**config.mk**
```make
export PLATFORM = sky130hd
export DESIGN_NAME = es_ctrl
export DESIGN_NICKNAME = d
export VERILOG_FILES = /design/src/hdl/elastic_sketch_update_top_defines.svh /design/src/hdl/es_pkg.sv /design/src/hdl/es_ctrl.sv
export SDC_FILE = /design/constraint.sdc
export NUM_CORES = 1
export LEC_CHECK = 0
export BUFFER_PORTS_ARGS = -buffer_cell sky130_fd_sc_hd__buf_2
export CELL_PAD_IN_SITES_DETAIL_PLACEMENT = 2
export CELL_PAD_IN_SITES_GLOBAL_PLACEMENT = 2
export CORE_MARGIN = 2
export CORE_UTILIZATION = 22
export DETAILED_ROUTE_END_ITERATION = 8
export PLACE_DENSITY = 0.86
export SETUP_SLACK_MARGIN = 0.15
export SYNTH_ARGS = -nofsm -noshare
export SYNTH_HDL_FRONTEND = slang
export SYNTH_SLANG_ARGS = --single-unit
```
**constraint.sdc**
```tcl
create_clock -name i_clk -period 1.4 [get_ports i_clk]
set_input_delay 0.07 -clock i_clk [delete_from_list [all_inputs] [get_ports i_clk]]
set_output_delay 0.07 -clock i_clk [all_outputs]
set_load 0.02 [all_outputs]
```
**src/hdl/elastic_sketch_update_top_defines.svh**
```systemverilog
// assertion macros for the elastic sketch update block
`ifndef ELASTIC_SKETCH_UPDATE_TOP_DEFINES_SVH
`define ELASTIC_SKETCH_UPDATE_TOP_DEFINES_SVH
`ifndef SYNTHESIS
// check with reset masking
`define ES_ASSERT_ON(lbl, clk, rstn, prop) \
    lbl: assert property (@(posedge clk) disable iff (!rstn) prop) \
        else $error("%m: check failed");
// check that also holds through reset
`define ES_ASSERT_ALWAYS(lbl, clk, prop) \
    lbl: assert property (@(posedge clk) prop) else $error("%m: check failed");
`else
`define ES_ASSERT_ON(lbl, clk, rstn, prop)
`define ES_ASSERT_ALWAYS(lbl, clk, prop)
`endif
`endif

```
**src/hdl/es_pkg.sv**
```systemverilog
// shared types, codes and constants of the elastic sketch update block
package es_pkg;

    localparam int unsigned BUCKET_COUNT_DEF = 1024;
    localparam int unsigned LIGHT_ROWS_DEF   = 3;
    localparam int unsigned LIGHT_COLS_DEF   = 4096;

    localparam logic [7:0]  VOTE_RATIO_RST = 8'd8;
    localparam logic [31:0] VOTE_MAX       = 32'hFFFF_FFFF;
    localparam logic [31:0] HEAVY_SEED     = 32'h0000_005A;
    localparam logic [63:0] GOLDEN         = 64'h9E37_79B9_7F4A_7C15;
    localparam logic [63:0] FIN_MUL1       = 64'hBF58_476D_1CE4_E5B9;
    localparam logic [63:0] FIN_MUL2       = 64'h94D0_49BB_1331_11EB;

    localparam logic [1:0] ACT_UPDATE   = 2'd0;
    localparam logic [1:0] ACT_RD_HEAVY = 2'd1;
    localparam logic [1:0] ACT_RD_LIGHT = 2'd2;

    localparam logic [2:0] OUT_INSERT  = 3'd0;
    localparam logic [2:0] OUT_HIT     = 3'd1;
    localparam logic [2:0] OUT_VOTE    = 3'd2;
    localparam logic [2:0] OUT_EVICT   = 3'd3;
    localparam logic [2:0] OUT_READ    = 3'd4;

    typedef struct packed {
        logic [63:0] key;
        logic [31:0] pos;
        logic [31:0] neg;
        logic        flag;
    } t_bucket;

    typedef struct packed {
        logic load_in;
        logic hash_start;
        logic hash_heavy;
        logic heavy_rd;
        logic rd_from_hash;
        logic mul;
        logic decide;
        logic light_rd;
        logic rd_loop;
        logic light_wr;
        logic row_inc;
        logic clr_step;
        logic out_load;
    } t_dp_cmd;

    typedef struct packed {
        logic [1:0] action;
        logic       hash_done;
        logic       need_light;
        logic       last_row;
        logic       clr_last;
        logic       out_free;
    } t_dp_sts;

    // seed premix, only evaluated on constants
    function automatic logic [63:0] seed_mix(input logic [31:0] seed);
        return (64'(seed) + 64'd1) * GOLDEN;
    endfunction

endpackage

```
**src/hdl/es_ctrl.sv**
```systemverilog
// controller state machine sequencing clear, update and read transactions
module es_ctrl import es_pkg::*; (
    input  logic    i_clk,
    input  logic    i_rst_n,
    input  logic    i_in_valid,
    output logic    o_in_ready,
    input  t_dp_sts i_sts,
    output t_dp_cmd o_cmd
);

    localparam logic [3:0] S_CLR     = 4'd0;
    localparam logic [3:0] S_IDLE    = 4'd1;
    localparam logic [3:0] S_DISP    = 4'd2;
    localparam logic [3:0] S_H_HASH  = 4'd3;
    localparam logic [3:0] S_MUL     = 4'd4;
    localparam logic [3:0] S_DEC     = 4'd5;
    localparam logic [3:0] S_L_START = 4'd6;
    localparam logic [3:0] S_L_HASH  = 4'd7;
    localparam logic [3:0] S_L_WR    = 4'd8;
    localparam logic [3:0] S_OUT     = 4'd9;

    logic [3:0] r_state;
    logic [3:0] n_state;

    always_comb begin
        n_state = r_state;
        o_cmd   = '0;
        case (r_state)
            S_CLR: begin
                o_cmd.clr_step = 1'b1;
                if (i_sts.clr_last) begin
                    n_state = S_IDLE;
                end
            end
            S_IDLE: begin
                if (i_in_valid) begin
                    o_cmd.load_in = 1'b1;
                    n_state       = S_DISP;
                end
            end
            S_DISP: begin
                case (i_sts.action)
                    ACT_UPDATE: begin
                        o_cmd.hash_start = 1'b1;
                        o_cmd.hash_heavy = 1'b1;
                        n_state          = S_H_HASH;
                    end
                    ACT_RD_HEAVY: begin
                        o_cmd.heavy_rd = 1'b1;
                        n_state        = S_OUT;
                    end
                    ACT_RD_LIGHT: begin
                        o_cmd.light_rd = 1'b1;
                        n_state        = S_OUT;
                    end
                    default: n_state = S_IDLE;
                endcase
            end
            S_H_HASH: begin
                if (i_sts.hash_done) begin
                    o_cmd.heavy_rd     = 1'b1;
                    o_cmd.rd_from_hash = 1'b1;
                    n_state            = S_MUL;
                end
            end
            S_MUL: begin
                o_cmd.mul = 1'b1;
                n_state   = S_DEC;
            end
            S_DEC: begin
                o_cmd.decide = 1'b1;
                n_state      = i_sts.need_light ? S_L_START : S_OUT;
            end
            S_L_START: begin
                o_cmd.hash_start = 1'b1;
                n_state          = S_L_HASH;
            end
            S_L_HASH: begin
                if (i_sts.hash_done) begin
                    o_cmd.light_rd = 1'b1;
                    o_cmd.rd_loop  = 1'b1;
                    n_state        = S_L_WR;
                end
            end
            S_L_WR: begin
                o_cmd.light_wr = 1'b1;
                if (i_sts.last_row) begin
                    n_state = S_OUT;
                end else begin
                    o_cmd.row_inc = 1'b1;
                    n_state       = S_L_START;
                end
            end
            S_OUT: begin
                if (i_sts.out_free) begin
                    o_cmd.out_load = 1'b1;
                    n_state        = S_IDLE;
                end
            end
            default: n_state = S_IDLE;
        endcase
    end

    always_ff @(posedge i_clk) begin
        if (!i_rst_n) begin
            r_state <= S_CLR;
        end else begin
            r_state <= n_state;
        end
    end

    assign o_in_ready = (r_state == S_IDLE);

endmodule

```
==> metrics.md <==
| Metric | Value |
|---|---|
| Status | `finished with violations` |
| Violated checks | `negative setup slack` |
| Post-DP HPWL | `1.75 mm` |
| Number of diodes | `0` |
| Routed len/inst | `~22 um` |
| Starting DRT DRC Count | `9` |
| Largest net degree at the start of global routing | `10` |
| XOR/XNOR Fraction of Synth Area | `0` |
| Worst slew pin tran | `between 0.3 and 0.4 ns` |
| Num CTS Buffers | `3` |
| CP Capture Point | `o_cmd[1]` |
| Largest family of logic cells by synthesized area | `simple AND/OR/NAND/NOR gates` |
| Post-synth EDFFs | `0` |
| Vias in the first global route | `between 700 and 800` |
| Fin. Hold Viols | `0` |
| Via Count | `~750` |
| Worst IR Drop VDD | `approximately 0.32 mV` |
| Clk buf depth | `2` |
| Synth Instances | `74` |
| Share of synthesized flip-flops with an asynchronous set or reset | `0` |
| Reg2reg setup slack | `-0.01 ns` |
| Via/cell ratio | `5.36` |
| Die area | `between 2000 and 3000 um2` |
| Initial antenna violation count | `0` |
| CTS hold repair buffers | `0` |
| Biggest register | `r_state` |
| Final min period | `1.42 ns` |
| Simple-Gate Fraction of Synth Area | `0.433` |
| Compound-Gate Fraction of Synth Area | `0.244` |
| Worst R2R Path Depth | `6` |
| Routed Antenna Nets | `0` |
| Synthesized net count | `just under 90` |
| Std-Cell Rows | `17` |
| Max reg flops | `4` |
| Starting Density | `0.231` |
| Clk pin slew, worst setup/hold paths | `roughly 0.050 ns` |
| Clock Skew | `roughly 0.01 ns` |
| Critical path launch point type | `register` |
| Top FF cell, synth | `dfxtp_1` |
| Fillers | `between 200 and 250` |
| Gr busiest metal | `met2` |
| TritonCTS clock tree | `yes` |
| RSZ-0062 raised after global routing | `yes` |
| CP required | `between 1 and 1.5 ns` |
| Fmax | `0.704 GHz` |
| RR Startpoint | `r_state[3]` |
| Power density cells | `~520 nW/um2` |
| Critical path origin | `r_state[0]` |
| Unique masters post-synth | `30` |
| Clk root buf | `clkbuf_4` |
| I/O Buffers | `23` |
| Mux contribution to synthesized area | `0` |
| Die Span Y | `roughly 52 um` |
| Total core area | `2210 um2` |
| Synthesis-stage register bit count | `4` |
| Max-slew headroom | `0.743` |
| Synth Cell Area | `slightly above 500 um2` |
| GR Util met3 | `0.0229` |
| Yosys Warn Count | `0` |
| Boundary pin count | `24` |
| Met1 Usage GRT | `0.244` |
| Sequential area share after synthesis | `0.156` |
| Total leakage power | `between 0.4 and 0.5 nW` |
| Cell Count, Final, Fillers Out | `between 100 and 150` |
| Adder-Cell Fraction of Synth Area | `0.0733` |
| Fin. max-slew vios | `0` |
| Layout cells sized above 1 | `0.679` |
| Gp weighted congestion | `0.831` |
| Cell Count Post-Placement | `130` |
| Worst Slack Setup Final | `-0.0212 ns` |
| First-pass GRT wire length | `roughly 4.1 mm` |
| GRT Util Overall | `0.217` |
| GRT overflow | `0` |
| Placed inst area | `between 700 and 800 um2` |
| Synthesized area per cell | `roughly 6.9 um2` |
| 1st-pass router iterations | `4` |
| Setup TNS | `-0.0462 ns` |
| Clock latency on the worst-skew pair | `0.26 ns` |
| Wirelength, routed | `3.10 mm` |
| H-tree depth | `1` |
| Top Registers | `r_state (4)` |
| Area Growth Syn to Fin | `96.6%` |
| DIE WIDTH | `~52 um` |
| Multi-input logic area | `between 500 and 600 um2` |
| Place WS | `-0.131 ns` |
| Fin nets | `~130` |
| Hold Crit Class | `in2reg` |
| Most common cell after layout, fill and taps aside | `buf_4` |
| Final Cycle Share | `1.02` |
| Setup CP Type | `reg2out` |
| Worst-path fanout max | `9` |
| DRC errors left | `0` |
| Storage cell area | `between 90 and 100 um2` |
| Maxcap violations | `0` |
| GR Layer Usage met2 | `0.414` |
| Worst R2R End | `r_state[0]` |
| Most frequent cells in the layout | `21 x buf_4, 10 x buf_2, 9 x buf_6` |
| CP Data Arrival Time | `1.35 ns` |
| Clk sinks | `4` |
| Fin area | `slightly above 1000 um2` |
| CP endpoint kind | `output port` |
| Setup violations, final | `3` |
-- critical path, cell delays in order, from the launching register on --
cell and delay, ns:
dfxtp_4 0.38, buf_6 0.16, buf_4 0.14, nor4_4 0.21, buf_4 0.20
-- cells in the mapped netlist (2+ instances only) --
cell type,number,share of area
clkbuf_1,2,0.015
and3_1,4,0.049
o21ai_0,2,0.020
a31oi_1,2,0.024
a211oi_1,4,0.059
nor2b_1,4,0.049
nand4b_1,2,0.034
inv_1,5,0.037
buf_2,2,0.020
nand2b_1,3,0.037
nand2_1,6,0.044
dfxtp_1,4,0.16
nor2_1,5,0.037
nand3_1,3,0.029
nor3_1,4,0.039
a21oi_1,5,0.049
and2_1,2,0.024
ha_1,3,0.073
-- per-stage QoR --
step | util | power (W) | hold slack [ns]
detailed placement | 0.336 | 0.000290 | 0.344
floorplan | - | 0.000219 | 0.187
finish | 0.455 | 0.000527 | 0.0917
CTS | 0.404 | 0.000475 | 0.0762
global placement | 0.336 | 0.000283 | 0.341
global route | 0.455 | 0.000550 | 0.120
-- how the worst min path moves through the flow --
stage	from	to	slack, ns	depth (start not counted)
after floorplan	i_sts[2]	o_cmd[2]	0.19	1
after global placement	i_sts[1]	r_state[0]	0.34	3
after detailed placement	i_sts[1]	r_state[0]	0.34	3
after CTS	i_sts[1]	r_state[0]	0.08	3
after global routing	i_sts[1]	r_state[0]	0.12	3
final	i_sts[1]	r_state[0]	0.09	3
-- what timing repair did --
| item | 4_1_cts | 5_1_grt |
|---|---|---|
| setup buffers | 4 | 3 |
| pin swaps | 4 | 4 |
| endpoints found under the setup margin | 18 | 18 |
| resized for setup | 33 | 26 |
-- area by class of cell --
| type | instances | share of cell area |
|---|---|---|
| clock buffers | 3 | 0.0224 |
| inverters | 5 | 0.0211 |
| multi-input cells | 60 | 0.520 |
| flip-flops and latches | 4 | 0.0945 |
| well taps | 28 | 0.0348 |
| repair buffers | 40 | 0.307 |
-- cell families (layout without fill, tap and decap cells) --
family	after synthesis	count (layout)
flops	4	4
simple gates	38	38
fa+ha+maj	3	3
buf+inv	10	48
compound gates	19	19
-- power by group --
part / internal, W / switching, W
combinational: 0.000107 / 0.000125
clock: 0.0000972 / 0.0000663
sequential: 0.000116 / 0.0000160
-- layer usage --
| layer | routed length (um) | part of all wire |
|---|---|---|
| met5 | 0 | 0 |
| met4 | 76 | 0.025 |
| met3 | 105 | 0.034 |
| met2 | 1650 | 0.53 |
| met1 | 1270 | 0.41 |
(Power assumes the default switching activity.)
